File: src/rtl/epot_pkg.sv
// ============================================================================
// epot_pkg: shared definitions for the edge period oscillator trim
// Field widths, register indexes and reset values of the trim loop.
// ============================================================================
`default_nettype none

package epot_pkg;

    localparam int unsigned STAMP_W   = 32;
    localparam int unsigned DUTY_W    = 15;
    localparam int unsigned REJECT_W  = 16;
    localparam int unsigned ILIMIT_W  = 15;
    localparam int unsigned DBAND_W   = 15;
    localparam int unsigned GAIN_W    = 8;
    localparam int unsigned INTEG_W   = 16;
    // An accepted error is bounded by the reject limit, so 17 signed bits hold it.
    localparam int unsigned SERR_W    = REJECT_W + 1;
    localparam int unsigned CFG_IDX_W = 3;
    localparam int unsigned CFG_DAT_W = 32;
    localparam int unsigned OUT_TDATA_W = 48;

    // Register indexes of the configuration port.
    localparam logic [CFG_IDX_W-1:0] REG_EXPECTED_PERIOD = 3'd0;
    localparam logic [CFG_IDX_W-1:0] REG_DUTY_MAX        = 3'd1;
    localparam logic [CFG_IDX_W-1:0] REG_REJECT_LIMIT    = 3'd2;
    localparam logic [CFG_IDX_W-1:0] REG_INTEGRAL_LIMIT  = 3'd3;
    localparam logic [CFG_IDX_W-1:0] REG_DEADBAND        = 3'd4;
    localparam logic [CFG_IDX_W-1:0] REG_ERROR_GAIN      = 3'd5;

    // Reset values.
    localparam logic [STAMP_W-1:0]  RST_EXPECTED_PERIOD = 32'd0;
    localparam logic [DUTY_W-1:0]   RST_DUTY_MAX        = 15'd1999;
    localparam logic [REJECT_W-1:0] RST_REJECT_LIMIT    = 16'd1000;
    localparam logic [ILIMIT_W-1:0] RST_INTEGRAL_LIMIT  = 15'd100;
    localparam logic [DBAND_W-1:0]  RST_DEADBAND        = 15'd5;
    localparam logic [GAIN_W-1:0]   RST_ERROR_GAIN      = 8'd10;
    localparam logic [DUTY_W-1:0]   RST_DUTY_SETTING    = 15'd999;

    // Result of one edge as it leaves the loop.
    typedef struct packed {
        logic                       rejected;
        logic signed [STAMP_W-1:0]  period_error;
        logic [DUTY_W-1:0]          duty;
    } t_result;

endpackage

`default_nettype wire

File: src/rtl/edge_period_oscillator_trim.sv
// ============================================================================
// edge_period_oscillator_trim: frame edge period to PWM duty trim loop
// Measures the period between frame start edges, rejects outliers, keeps a
// clamped error integral and steers a PWM duty by proportional gain and nudge.
// ============================================================================
// Path: an input beat passes the period error register, then the duty
// update into the result register. Throughput: one edge per cycle while
// m_axis_tready does not stall the result; the integral and duty feedback
// closes within the update stage, so back-to-back edges see each other's state.
// Reset: synchronous, active low; clears both stages, restores all
// configuration registers and sets the duty to 999 and the integral to zero.
`default_nettype none

module edge_period_oscillator_trim (
    input  wire                                 i_clk,
    input  wire                                 i_rst_n,
    // Input stream: tdata = edge_timestamp[31:0]
    input  wire                                 s_axis_tvalid,
    output logic                                s_axis_tready,
    input  wire  [epot_pkg::STAMP_W-1:0]        s_axis_tdata,
    // Result stream: tdata = duty_value[14:0], period_error[46:15], zero[47]
    output logic                                m_axis_tvalid,
    input  wire                                 m_axis_tready,
    output logic [epot_pkg::OUT_TDATA_W-1:0]    m_axis_tdata,
    // tuser = edge_rejected[0]
    output logic                                m_axis_tuser,
    // Configuration write channel
    input  wire                                 i_cfg_valid,
    output logic                                o_cfg_ready,
    input  wire  [epot_pkg::CFG_IDX_W-1:0]      i_cfg_index,
    input  wire  [epot_pkg::CFG_DAT_W-1:0]      i_cfg_data
);

    // Configuration registers.
    logic [epot_pkg::STAMP_W-1:0]   r_expected_period;
    logic [epot_pkg::DUTY_W-1:0]    r_duty_max;
    logic [epot_pkg::REJECT_W-1:0]  r_reject_limit;
    logic [epot_pkg::ILIMIT_W-1:0]  r_integral_limit;
    logic [epot_pkg::DBAND_W-1:0]   r_deadband;
    logic [epot_pkg::GAIN_W-1:0]    r_error_gain;

    // Loop state.
    logic [epot_pkg::STAMP_W-1:0]        r_prev_stamp;
    logic signed [epot_pkg::INTEG_W-1:0] r_integral;
    logic [epot_pkg::DUTY_W-1:0]         r_duty;

    // Stage one: period error of the edge.
    logic                                r_s1_valid;
    logic signed [epot_pkg::STAMP_W-1:0] r_s1_err;
    logic [epot_pkg::STAMP_W-1:0]        n_s1_err;

    // Result register.
    logic              r_out_valid;
    epot_pkg::t_result r_out;

    logic in_beat;
    logic s2_ready;
    logic s2_move;
    logic cfg_beat;

    assign o_cfg_ready   = 1'b1;
    assign cfg_beat      = i_cfg_valid & o_cfg_ready;
    assign s2_ready      = ~r_out_valid | m_axis_tready;
    assign s2_move       = r_s1_valid & s2_ready;
    assign s_axis_tready = ~r_s1_valid | s2_ready;
    assign in_beat       = s_axis_tvalid & s_axis_tready;

    // Wrapping period minus the expected interval, as one three-input add.
    assign n_s1_err = s_axis_tdata - r_prev_stamp - r_expected_period;

    // ------------------------------------------------------------------
    // Stage two: reject test, integral, nudge and duty update
    // ------------------------------------------------------------------
    logic signed [epot_pkg::STAMP_W:0]     err_x;
    logic signed [epot_pkg::STAMP_W:0]     rlim_x;
    logic                                  rejected;
    logic signed [epot_pkg::SERR_W-1:0]    err_s;
    logic signed [epot_pkg::INTEG_W+1:0]   acc;
    logic signed [epot_pkg::INTEG_W+1:0]   ilim;
    logic signed [epot_pkg::INTEG_W+1:0]   acc_c;
    logic signed [epot_pkg::INTEG_W+1:0]   dband;
    logic signed [1:0]                     nudge;
    logic signed [epot_pkg::SERR_W+epot_pkg::GAIN_W:0] prod;
    logic signed [epot_pkg::SERR_W+epot_pkg::GAIN_W+2:0] duty_w;
    logic [epot_pkg::DUTY_W-1:0]           n_duty;
    logic signed [epot_pkg::INTEG_W-1:0]   n_integral;

    always_comb begin
        err_x  = {r_s1_err[epot_pkg::STAMP_W-1], r_s1_err};
        rlim_x = $signed({{(epot_pkg::STAMP_W+1-epot_pkg::REJECT_W){1'b0}}, r_reject_limit});
        rejected = (err_x > rlim_x) || (err_x < -rlim_x);

        // Only meaningful when the edge is not rejected.
        err_s = r_s1_err[epot_pkg::SERR_W-1:0];
        acc   = {{2{r_integral[epot_pkg::INTEG_W-1]}}, r_integral}
              + {err_s[epot_pkg::SERR_W-1], err_s};
        ilim  = $signed({3'b000, r_integral_limit});
        acc_c = acc;
        if (acc > ilim) begin
            acc_c = ilim;
        end
        if (acc < -ilim) begin
            acc_c = -ilim;
        end
        n_integral = acc_c[epot_pkg::INTEG_W-1:0];

        dband = $signed({3'b000, r_deadband});
        nudge = 2'sd0;
        if (acc_c > dband) begin
            nudge = 2'sd1;
        end
        if (acc_c < -dband) begin
            nudge = -2'sd1;
        end

        prod   = $signed({1'b0, r_error_gain}) * err_s;
        duty_w = $signed({{(epot_pkg::SERR_W+epot_pkg::GAIN_W+3-epot_pkg::DUTY_W){1'b0}}, r_duty})
               - {{2{prod[epot_pkg::SERR_W+epot_pkg::GAIN_W]}}, prod}
               - {{(epot_pkg::SERR_W+epot_pkg::GAIN_W+1){nudge[1]}}, nudge};
        if (duty_w < 0) begin
            n_duty = '0;
        end else if (duty_w > $signed({{(epot_pkg::SERR_W+epot_pkg::GAIN_W+3-epot_pkg::DUTY_W){1'b0}},
                                       r_duty_max})) begin
            n_duty = r_duty_max;
        end else begin
            n_duty = duty_w[epot_pkg::DUTY_W-1:0];
        end
    end

    // ------------------------------------------------------------------
    // Registers
    // ------------------------------------------------------------------
    always_ff @(posedge i_clk) begin
        if (!i_rst_n) begin
            r_expected_period <= epot_pkg::RST_EXPECTED_PERIOD;
            r_duty_max        <= epot_pkg::RST_DUTY_MAX;
            r_reject_limit    <= epot_pkg::RST_REJECT_LIMIT;
            r_integral_limit  <= epot_pkg::RST_INTEGRAL_LIMIT;
            r_deadband        <= epot_pkg::RST_DEADBAND;
            r_error_gain      <= epot_pkg::RST_ERROR_GAIN;
        end else if (cfg_beat) begin
            case (i_cfg_index)
                epot_pkg::REG_EXPECTED_PERIOD: r_expected_period <= i_cfg_data;
                epot_pkg::REG_DUTY_MAX: r_duty_max <= i_cfg_data[epot_pkg::DUTY_W-1:0];
                epot_pkg::REG_REJECT_LIMIT: r_reject_limit <= i_cfg_data[epot_pkg::REJECT_W-1:0];
                epot_pkg::REG_INTEGRAL_LIMIT: begin
                    r_integral_limit <= i_cfg_data[epot_pkg::ILIMIT_W-1:0];
                end
                epot_pkg::REG_DEADBAND: r_deadband <= i_cfg_data[epot_pkg::DBAND_W-1:0];
                epot_pkg::REG_ERROR_GAIN: r_error_gain <= i_cfg_data[epot_pkg::GAIN_W-1:0];
                default: begin
                end
            endcase
        end
    end

    always_ff @(posedge i_clk) begin
        if (!i_rst_n) begin
            r_s1_valid   <= 1'b0;
            r_out_valid  <= 1'b0;
            r_prev_stamp <= '0;
            r_integral   <= '0;
            r_duty       <= epot_pkg::RST_DUTY_SETTING;
        end else begin
            if (in_beat) begin
                r_s1_valid   <= 1'b1;
                r_prev_stamp <= s_axis_tdata;
            end else if (s2_move) begin
                r_s1_valid <= 1'b0;
            end

            if (s2_move) begin
                r_out_valid <= 1'b1;
                if (!rejected) begin
                    r_integral <= n_integral;
                    r_duty     <= n_duty;
                end
            end else if (m_axis_tready) begin
                r_out_valid <= 1'b0;
            end
        end
    end

    always_ff @(posedge i_clk) begin
        if (in_beat) begin
            r_s1_err <= n_s1_err;
        end
        if (s2_move) begin
            r_out.rejected     <= rejected;
            r_out.period_error <= r_s1_err;
            r_out.duty         <= rejected ? r_duty : n_duty;
        end
    end

    assign m_axis_tvalid = r_out_valid;
    assign m_axis_tdata  = {1'b0, r_out.period_error, r_out.duty};
    assign m_axis_tuser  = r_out.rejected;

    // ------------------------------------------------------------------
    // Assertions
    // ------------------------------------------------------------------
    a_reset_clears: assert property (@(posedge i_clk)
        !i_rst_n |=> !r_s1_valid && !r_out_valid)
        else $error("pipeline not empty after reset");

    a_result_is_state: assert property (@(posedge i_clk) disable iff (!i_rst_n)
        r_out_valid |-> r_out.duty == r_duty)
        else $error("reported duty differs from the duty setting");

    a_reject_holds_state: assert property (@(posedge i_clk) disable iff (!i_rst_n)
        s2_move && rejected |=> r_duty == $past(r_duty) && r_integral == $past(r_integral))
        else $error("rejected edge changed the loop state");

    a_accept_in_range: assert property (@(posedge i_clk) disable iff (!i_rst_n)
        r_out_valid && !r_out.rejected |-> r_out.duty <= r_duty_max)
        else $error("accepted edge left duty above its maximum");

    a_stall_only_full: assert property (@(posedge i_clk) disable iff (!i_rst_n)
        !s_axis_tready |-> r_s1_valid && r_out_valid && !m_axis_tready)
        else $error("input stalled with room in the pipeline");

endmodule

`default_nettype wire
File: config.mk
export PLATFORM = sky130hd
export DESIGN_NAME = edge_period_oscillator_trim
export DESIGN_NICKNAME = d
export VERILOG_FILES = /design/src/rtl/epot_pkg.sv /design/src/rtl/edge_period_oscillator_trim.sv
export SDC_FILE = /design/constraint.sdc
export NUM_CORES = 1
export LEC_CHECK = 0
export ABC_AREA = 1
export BUFFER_PORTS_ARGS = -buffer_cell sky130_fd_sc_hd__buf_4
export CAP_MARGIN = 20
export CORE_UTILIZATION = 43
export DETAILED_ROUTE_END_ITERATION = 8
export PLACE_DENSITY = 0.63
export SLEW_MARGIN = 30
export SYNTH_ARGS = -nofsm -noshare
export SYNTH_HDL_FRONTEND = slang
export SYNTH_SLANG_ARGS = --single-unit
export TNS_END_PERCENT = 100
File: constraint.sdc
create_clock -name i_clk -period 19.35 [get_ports i_clk]
set_input_delay 0.9675 -clock i_clk [delete_from_list [all_inputs] [get_ports i_clk]]
set_output_delay 0.9675 -clock i_clk [all_outputs]
set_load 0.01 [all_outputs]
==> results of run 1 <==
cell usage in the layout, fill, tap and decap left out, types with 28 or more instances in the layout:
cell,count
nand4_1,35
buf_4,133
nand3_1,83
edfxtp_1,80
nor2_1,122
inv_1,506
clkbuf_16,30
o211ai_1,28
xor2_1,75
dfxtp_1,166
o21ai_0,186
a21oi_1,243
ha_1,241
nand2_1,512
fa_1,188
cells in the mapped netlist, drive strengths merged, types with 4 or more instances:
cell type  instances
nand2            522
inv              510
a21oi            246
ha               241
o21ai            207
fa               188
dfxtp            166
nor2             126
nand3             88
edfxtp            80
xor2              76
clkbuf            66
nand4             35
buf               29
o211ai            29
nor3              23
xnor2             23
nor4              19
o21bai            16
a211oi            11
a21o              11
a31oi             11
and3               5
o21a               5
or2                4
layer usage:
| metal | vias to the layer above | part of all wire | global-route usage |
|---|---|---|---|
| li1 | 9071 | - | - |
| met1 | 8840 | 0.45 | 0.323 |
| met2 | 531 | 0.44 | 0.381 |
| met3 | 119 | 0.068 | 0.0428 |
| met4 | 0 | 0.035 | 0.0826 |
| met5 | - | 0 | 0 |
final cells by class:
cell class,count,area share
Clock buffer,39,0.0318
Clock inverter,17,0.00537
Inverter,512,0.0779
Multi-Input combinational cell,1909,0.578
Sequential cell,246,0.232
Tap cell,680,0.0345
Timing Repair Buffer,134,0.0409
critical path: cells and delay by family, from the launching register on:
kind                       cells  cell delay, ns
adders and majority gates     10            3.80
and+or+nand+nor               26            3.55
AOI/OAI and AO/OA             13            2.80
buffers and inverters          5            1.51
DFF                            1            0.59
xor gates and xnor gates       2            0.39
kinds of logic after synthesis:
family                     Yosys count  share of synthesized area
and+or+nand+nor                    827                      0.157
xor gates and xnor gates            99                     0.0401
DFF                                246                      0.257
adders and majority gates          429                      0.304
buffers and inverters              607                      0.104
AOI/OAI and AO/OA                  552                      0.138
other                                2                   0.000337
worst paths after layout:
| path | start | to | slack (ns) | cells after the start |
|---|---|---|---|---|
| setup / recovery | r_s1_err[0]$_DFFE_PP_ | m_axis_tdata[10]$_DFFE_PP_ | 6.43 | 56 |
| hold / removal | r_prev_stamp[22]$_SDFFE_PN0P_ | r_prev_stamp[22]$_SDFFE_PN0P_ | 0.47 | 2 |
| setup reg to reg | r_s1_err[0]$_DFFE_PP_ | m_axis_tdata[10]$_DFFE_PP_ | 6.43 | 56 |
| hold reg to reg | r_prev_stamp[22]$_SDFFE_PN0P_ | r_prev_stamp[22]$_SDFFE_PN0P_ | 0.47 | 2 |
per-stage QoR:
| stage | std cells | setup slack [ns] |
|---|---|---|
| 5_1_grt | 3537 | 5.38 |
| 4_1_cts | 3537 | 6.57 |
| 3_5_place_dp | 3481 | 6.64 |
| 6_report | 3537 | 6.43 |
| 3_3_place_gp | 3481 | 7.08 |
| 2_1_floorplan | 2762 | 9.23 |
sequential cells by signal (all words and copies together) (netlist names), 8 cells and up:
signal,cells
m_axis_tdata,47
r_integral_limit,15
r_duty,15
r_s1_err,32
r_integral,16
r_error_gain,8
r_prev_stamp,32
r_expected_period,32
r_duty_max,15
r_deadband,15
r_reject_limit,16
==> results.toml, run 1 <==
[final_layout]
syn_to_final_growth_pct = 10.6
multi_input_area_um2 = 14300
regArea_um2 = 5730
utilization = 0.481
final_area_um2 = 24700
fillCellCount = 5030
layout-drive-gt1-share = 0.0781
insertedDiodeCount = 0
nets = 3334

[detailed_routing]
vias = 18600
drtPass1Iterations = 6
drt_iter0_drc = 1219
wl_um = 63000
ant_nets = 0
wl_per_cell_um = 17.8
drc = 0
via_per_inst = 5.25

[cts]
clk_pin_slew_worst_paths_ns = 0.06
cts.htree.levels = 1
postCtsSetupBuffers = 0
cts_buffers = 30
cts_tree = "built"
ctsResizeCount = 0
insertion_delay_ns = 0.60
clock-sinks = 246
cts_root_buf = "clkbuf_16"
cts_buffer_depth = 3
postCtsHoldBufs = 0

[synthesis]
yosys_warnings = 0
synth_area_per_cell_um2 = 8.08
ys_ff_latch = 246
synth_top_area_frac = 0.169
synth-main-ff-cell = "dfxtp_1"
syn-instance-count = 2762
synth_nets = 3263
ys_types = 56
netlist.top_cell.by_area = "fa_1"
synth-edff-count = 80
syn_area_um2 = 22300
synthTopCellsByArea = "fa_1 17%, dfxtp_1 15%, ha_1 14%"
yosysSeqAreaShare = 0.257
async_flop_share = 0

[global_route]
grt_pass1_wl_um = 99100
grt.total_usage = 0.238
antenna_found_initial = 5
grt_pass1_vias = 18500
gr-total-overflow = 0
grt_max_degree = 110

[timing]
hold_viol = 0
timing.hold.ws_ns = 0.474
period_minus_slack_ns = 12.92
setup_viol = 0
max_freq_ghz = 0.0774
drv_slew = 0
rsz0062_at_grt = "false"
worstMarginPinSlew_ns = 0.916
maxSlewHeadroom = 0.388
skew_ns = 0.0319
setup_tns_ns = 0
finalCritPeriodShare = 0.668

[placement]
hpwl_um = 49400
dpl-instance-area_um2 = 23800
place_congestion = 0.942
portBuffers = 121

[worst_setup_path]
critPathRequiredTime_ns = 19.68
slowest_delay_ns = 0.62
critPathMostFrequentCell = "nand2_1"
end_kind = "flip-flop"
path_max_fanout = 29
critPathKind = "reg -> reg"
cp.arrival_ns = 13.25
cp_slowest_cell = "inv_1"
startpoint_type = "flip-flop"

[floorplan]
start_util = 0.435
io_pins = 124
dieArea_um2 = 52800
die-height_um = 230
fp.coreArea_um2 = 51300
die_w_um = 230
num_rows = 83

[run_status]
status = "finished clean"

[job]
max-cap-violations = 0

[worst_hold_path]
hold_class = "reg -> reg"
Power of run 1 is not shown: default switching activity piles up to over one toggle a cycle in this logic, so the estimate is an artifact.
==> run 2: changes to the inputs <==
--- a/config.mk
+++ b/config.mk
@@ -10,7 +10,7 @@
 export CAP_MARGIN = 20
 export CORE_UTILIZATION = 43
 export DETAILED_ROUTE_END_ITERATION = 8
-export PLACE_DENSITY = 0.63
+export PLACE_DENSITY = 0.65
 export SLEW_MARGIN = 30
 export SYNTH_ARGS = -nofsm -noshare
 export SYNTH_HDL_FRONTEND = slang
==> constraint.sdc (replaced) <==
create_clock -name i_clk -period 11.58 [get_ports i_clk]
set_input_delay 0.579 -clock i_clk [delete_from_list [all_inputs] [get_ports i_clk]]
set_output_delay 0.579 -clock i_clk [all_outputs]
set_load 0.01 [all_outputs]
==> run 2 against run 1 <==
Effect of this change:
- final cell count increased by 0.88%
- die area unchanged
- largest cell class unchanged
- first-iteration DRC count decreased by 1.4%
- sequential share of layout area decreased by 0.45 points
==> results.toml, run 2 (synthesized netlist as in run 1, its figures left out) <==
[final_layout]
mostFrequentLayoutCell = "nand2_1"
final_cell_mix = "512 x nand2_1, 503 x inv_1, 241 x a21oi_1, 241 x ha_1, 188 x fa_1"
nets = 3362
largest_register_ffs = 47
syn_to_final_growth_pct = 12.8
utilization = 0.491
layout-drive-gt1-share = 0.0949

[timing]
finalCritPeriodShare = 0.927
skew_ns = 0.0283
period_minus_slack_ns = 10.74
maxSlewHeadroom = 0.407
max_freq_ghz = 0.0931
setup_viol = 0
hold_viol = 0
drv_slew = 0
worstMarginPinSlew_ns = 0.889

[worst_setup_path]
timing.rr.start = "r_s1_err[0]$_DFFE_PP_"
cp.arrival_ns = 11.09
path_max_fanout = 20
worst-r2r-cell-count = 55
ff2ff_setup_slack_ns = 0.84
r2r-end = "m_axis_tdata[4]$_DFFE_PP_"
slowest_delay_ns = 0.54
critPathMostFrequentCell = "nand2_1"
startpoint_type = "flip-flop"
cp_slowest_cell = "fa_1"
end_kind = "flip-flop"
critPathKind = "reg -> reg"
critPathRequiredTime_ns = 11.93

[floorplan]
num_rows = 83
io_pins = 124
die-height_um = 230
dieArea_um2 = 52800
start_util = 0.435
fp.coreArea_um2 = 51300
die_w_um = 230

[cts]
cts_tree = "built"
cts_root_buf = "clkbuf_16"
clk_pin_slew_worst_paths_ns = 0.07
cts_buffer_depth = 3
cts.htree.levels = 1
insertion_delay_ns = 0.61
clock-sinks = 246
cts_buffers = 31

[detailed_routing]
wl_per_cell_um = 17.9
drt_iter0_drc = 1202
route.met2.wl_um = 29500
wl_um = 64000
wl_met1_um = 28400
vias = 18700
wl_met3_um = 4350
drc = 0
drtPass1Iterations = 6
ant_nets = 0
top_layer_used = "met4"
via_per_inst = 5.23

[job]
max-cap-violations = 0

[placement]
hpwl_um = 50000
place_congestion = 0.957
portBuffers = 121

[worst_hold_path]
holdPathEnd = "r_expected_period[31]$_SDFFE_PN0P_"
hold_start = "i_cfg_data[31]"
hold_class = "in -> reg"
holdPathStages = 3

[run_status]
status = "finished clean"

[global_route]
grt.total_usage = 0.243
grt_max_degree = 114
grt_pass1_wl_um = 101000
antenna_found_initial = 3
grt_pass1_vias = 18700
gr-total-overflow = 0
==> run 2: changes by cell type in the layout (fill, tap and decap cells not counted), sizes merged <==
cell and change:
bufinv +6, inv -1, buf +26, clkinv +1, clkinvlp +3, diode +2, clkbuf -6
==> run 2: through the flow <==
step / cells / setup WS [ns] / hold slack (ns) / area (um2) / setup TNS (ns)
2_1_floorplan: 2762 / 1.46 / 0.444 / 22300 / 0
3_3_place_gp: 3503 / 0.602 / 0.458 / 23900 / 0
3_5_place_dp: 3503 / 0.223 / 0.464 / 23900 / 0
4_1_cts: 3561 / 0.202 / 0.191 / 25000 / 0
5_1_grt: 3566 / -0.0159 / 0.225 / 25200 / -0.0159
6_report: 3568 / 0.840 / 0.215 / 25200 / 0
==> run 2: per-layer routing <==
layer | vias up | GRT usage
met5 | - | 0
met4 | 0 | 0.0642
met3 | 97 | 0.0360
met2 | 556 | 0.405
li1 | 9144 | -
met1 | 8872 | 0.329
==> run 2: how the worst max path moves through the flow <==
stage,from,to,slack (ns),cells after the start
2_1_floorplan,r_s1_err[0]$_DFFE_PP_,m_axis_tdata[4]$_DFFE_PP_,1.46,64
3_3_place_gp,r_s1_err[7]$_DFFE_PP_,m_axis_tdata[4]$_DFFE_PP_,0.60,64
3_5_place_dp,r_s1_err[7]$_DFFE_PP_,m_axis_tdata[4]$_DFFE_PP_,0.22,61
4_1_cts,r_s1_err[7]$_DFFE_PP_,m_axis_tdata[13]$_DFFE_PP_,0.20,61
5_1_grt,r_s1_err[1]$_DFFE_PP_,m_axis_tdata[14]$_DFFE_PP_,-0.02,62
6_report,r_s1_err[0]$_DFFE_PP_,m_axis_tdata[4]$_DFFE_PP_,0.84,55
==> run 2: what timing repair did <==
action	in CTS	in global routing
setup buffers	0	4
gates resized for setup	0	25
hold buffers	0	0
endpoints found under the setup margin	0	30
==> run 2: critical path: cells and delay by family, from the launching register on <==
| kind | cells | cell delay [ns] |
|---|---|---|
| buffers and inverters | 7 | 0.94 |
| adder cells (fa/ha/maj) | 10 | 3.82 |
| AND/OR/NAND/NOR | 25 | 2.78 |
| flip-flops | 1 | 0.42 |
| XOR/XNOR | 2 | 0.35 |
| AO/OA/AOI/OAI | 11 | 2.13 |
==> run 2: layout make-up <==
| class | count | area (um2) |
|---|---|---|
| Fill cell | 4976 | 26100 |
| Multi-Input combinational cell | 1909 | 14300 |
| Sequential cell | 246 | 5730 |
| Inverter | 512 | 1930 |
| Timing Repair Buffer | 160 | 1220 |
| Tap cell | 680 | 851 |
| Clock buffer | 33 | 783 |
| Clock inverter | 25 | 325 |
| Timing Repair inverter | 1 | 7.51 |
| Antenna cell | 2 | 5.00 |
Power of run 2 is left out for the same reason.
==> run 3: changes to the inputs <==
--- a/config.mk
+++ b/config.mk
@@ -5,12 +5,13 @@
 export SDC_FILE = /design/constraint.sdc
 export NUM_CORES = 1
 export LEC_CHECK = 0
-export ABC_AREA = 1
 export BUFFER_PORTS_ARGS = -buffer_cell sky130_fd_sc_hd__buf_4
 export CAP_MARGIN = 20
+export CELL_PAD_IN_SITES_DETAIL_PLACEMENT = 1
+export CELL_PAD_IN_SITES_GLOBAL_PLACEMENT = 1
 export CORE_UTILIZATION = 43
 export DETAILED_ROUTE_END_ITERATION = 8
-export PLACE_DENSITY = 0.65
+export PLACE_DENSITY = 0.8
 export SLEW_MARGIN = 30
 export SYNTH_ARGS = -nofsm -noshare
 export SYNTH_HDL_FRONTEND = slang
==> run 3 against run 2 <==
Effect of this change:
- the run now ends with negative setup slack left
- core utilization grew 3.7 points
- area after synthesis rose by 0.22%
- fmax down 9.6%
- register-to-register slack got worse by 1.1 ns
- sequential share of layout area shrank 1.6 points
- via count grew 6.2%
- critical path type unchanged
- critical endpoint is now m_axis_tdata[0]$_DFFE_PP_
==> results.toml, run 3 <==
[detailed_routing]
top_layer_used = "met4"
ant_nets = 0
wl_met1_um = 33500
route.met2.wl_um = 38900
vias = 19800
drtPass1Iterations = 5
wl_per_cell_um = 22.0
drc = 0
wl_met3_um = 3210
wl_um = 78000
drt_iter0_drc = 1123
via_per_inst = 5.59

[floorplan]
fp.coreArea_um2 = 51300
die_w_um = 230
io_pins = 124
start_util = 0.436
die-height_um = 230
dieArea_um2 = 52900
num_rows = 83

[job]
max-cap-violations = 0

[synthesis]
synth-edff-count = 80
synth-main-ff-cell = "dfxtp_1"
yosysSeqAreaShare = 0.256
ys_types = 82
netlist.top_cell.by_area = "fa_1"
synthTopCellsByCount = "435 x nand2_1, 321 x inv_1, 241 x ha_1, 215 x a21oi_1, 188 x fa_1"
synthTopCellsByArea = "fa_1 17%, dfxtp_1 15%, ha_1 13%"
synth_top_area_frac = 0.168
synth_nets = 3076
yosysMostFrequentCell = "nand2_1"
syn-instance-count = 2575
syn_area_um2 = 22400
ys_ff_latch = 246
yosys_warnings = 0
async_flop_share = 0
synth_area_per_cell_um2 = 8.68

[cts]
cts_buffer_depth = 3
clk_pin_slew_worst_paths_ns = 0.06
insertion_delay_ns = 0.62
postCtsHoldBufs = 0
clock-sinks = 246
cts.htree.levels = 1
cts_tree = "built"
cts_root_buf = "clkbuf_16"
cts_buffers = 30

[timing]
setup_viol = 30
max_freq_ghz = 0.0842
rsz0062_at_grt = "true"
timing.hold.ws_ns = 0.203
drv_slew = 0
worstMarginPinSlew_ns = 0.875
maxSlewHeadroom = 0.417
finalCritPeriodShare = 1.03
hold_viol = 0
worst_slack_ns = -0.303
period_minus_slack_ns = 11.88
skew_ns = 0.0208

[placement]
portBuffers = 121
placedCellCount = 3455
place_congestion = 0.898
hpwl_um = 60700

[global_route]
grt_pass1_wl_um = 120000
grt_max_degree = 102
gr-total-overflow = 0
antenna_found_initial = 0
grt.total_usage = 0.290
grt_pass1_vias = 21500

[worst_setup_path]
critPathRequiredTime_ns = 11.93
slowest_delay_ns = 0.57
cp.arrival_ns = 12.23
cp_slowest_cell = "fa_1"
path_max_fanout = 8
cp-startpoint = "r_s1_err[1]$_DFFE_PP_"
end_kind = "flip-flop"
timing.rr.start = "r_s1_err[1]$_DFFE_PP_"
ff2ff_setup_slack_ns = -0.30
critPathKind = "reg -> reg"
startpoint_type = "flip-flop"
r2r-end = "m_axis_tdata[0]$_DFFE_PP_"
worst-r2r-cell-count = 54
critPathMostFrequentCell = "a21o_1"

[pwr]
p_leak_nw = 11.8
ir_drop_v = 0.000327
power.density_nw_per_um2 = 364
pwr-share-comb = 0.799
p_seq_frac = 0.105
clock_power_share = 0.096
swShare = 0.473
p_int_mw = 5.19
net-switching-power_mw = 4.65

[run_status]
violations = "negative setup slack"
status = "finished with violations"

[worst_hold_path]
hold_start = "s_axis_tvalid"
holdPathStages = 3
holdPathEnd = "r_s1_valid$_SDFFE_PN0P_"
hold_class = "in -> reg"

[final_layout]
insertedDiodeCount = 0
nets = 3342
layout-drive-gt1-share = 0.176
final_cell_mix = "434 x nand2_1, 315 x inv_1, 312 x buf_4"
layout.cells.non_filler = 3545
mostFrequentLayoutCell = "nand2_1"
syn_to_final_growth_pct = 21.1
fillCellCount = 6010
multi_input_area_um2 = 15800
regArea_um2 = 5730
largest_register_ffs = 47
utilization = 0.528
run 3: layout make-up:
class	count	share of cell area
multi-input cells	1915	0.582
flip-flops and latches	246	0.211
well taps	680	0.0314
repair buffers	324	0.0930
inverters	324	0.0450
clock inverters	13	0.00370
clock buffers	43	0.0330
run 3: worst max-delay path: cells and delay by family, from the launching register on:
kind / cells / cell delay (ns)
compound gates: 28 / 5.07
fa+ha+maj: 9 / 3.24
simple gates: 7 / 1.24
buf+inv: 7 / 0.96
flops: 1 / 0.47
xor+xnor: 2 / 0.35
mux: 1 / 0.27
run 3: cell families (layout without fill, tap and decap cells):
family | Yosys count | after routing | synth area share
AND/OR/NAND/NOR | 821 | 821 | 0.168
AO/OA/AOI/OAI | 545 | 545 | 0.155
adder cells (fa/ha/maj) | 429 | 429 | 0.303
buffers and inverters | 414 | 704 | 0.0704
flip-flops | 246 | 246 | 0.256
XOR/XNOR | 97 | 97 | 0.0380
multiplexers | 21 | 21 | 0.00940
other | 2 | 2 | 0.000336
run 3: worst max path at each step:
stage	to	slack (ns)	cells after the start
floorplan	m_axis_tdata[3]$_DFFE_PP_	-0.19	52
global placement	m_axis_tdata[3]$_DFFE_PP_	-0.06	53
finish	m_axis_tdata[0]$_DFFE_PP_	-0.30	54
global route	m_axis_tdata[12]$_DFFE_PP_	-0.80	61
detailed placement	m_axis_tdata[4]$_DFFE_PP_	-0.54	59
CTS	r_duty[3]$_SDFFE_PN0P_	-0.32	57
run 3: power by group through the flow:
stage / registers, mW / clock network, mW / logic [mW]
global route: 1.04 / 0.991 / 8.57
floorplan: 1.05 / 0 / 4.40
detailed placement: 1.05 / 0 / 7.11
global placement: 1.04 / 0 / 6.70
CTS: 1.03 / 0.962 / 7.38
finish: 1.03 / 0.943 / 7.87
run 3: metal layers:
metal,track usage,vias up
li1,-,9231
met1,0.366,10000
met2,0.514,450
met3,0.0350,137
met4,0.0884,0
met5,0,-
run 3: per-stage QoR:
| step | area (um2) | setup slack (ns) | setup TNS [ns] | power, mW |
|---|---|---|---|---|
| 6_report | 27100 | -0.303 | -7.17 | 9.84 |
| 3_3_place_gp | 25200 | -0.0606 | -0.458 | 7.74 |
| 4_1_cts | 26500 | -0.323 | -7.66 | 9.37 |
| 3_5_place_dp | 25200 | -0.543 | -13.39 | 8.16 |
| 5_1_grt | 27100 | -0.797 | -22.01 | 10.6 |
| 2_1_floorplan | 22500 | -0.187 | -2.30 | 5.45 |
run 3: what timing repair did:
item | CTS | global route
pin swaps | 41 | 31
gates cloned | 1 | 1
endpoints found under the hold margin | 0 | 0
endpoints found under the setup margin | 30 | 30
setup buffers | 15 | 19
resized for setup | 45 | 79
Note: power is estimated with default switching activity, not from simulation.
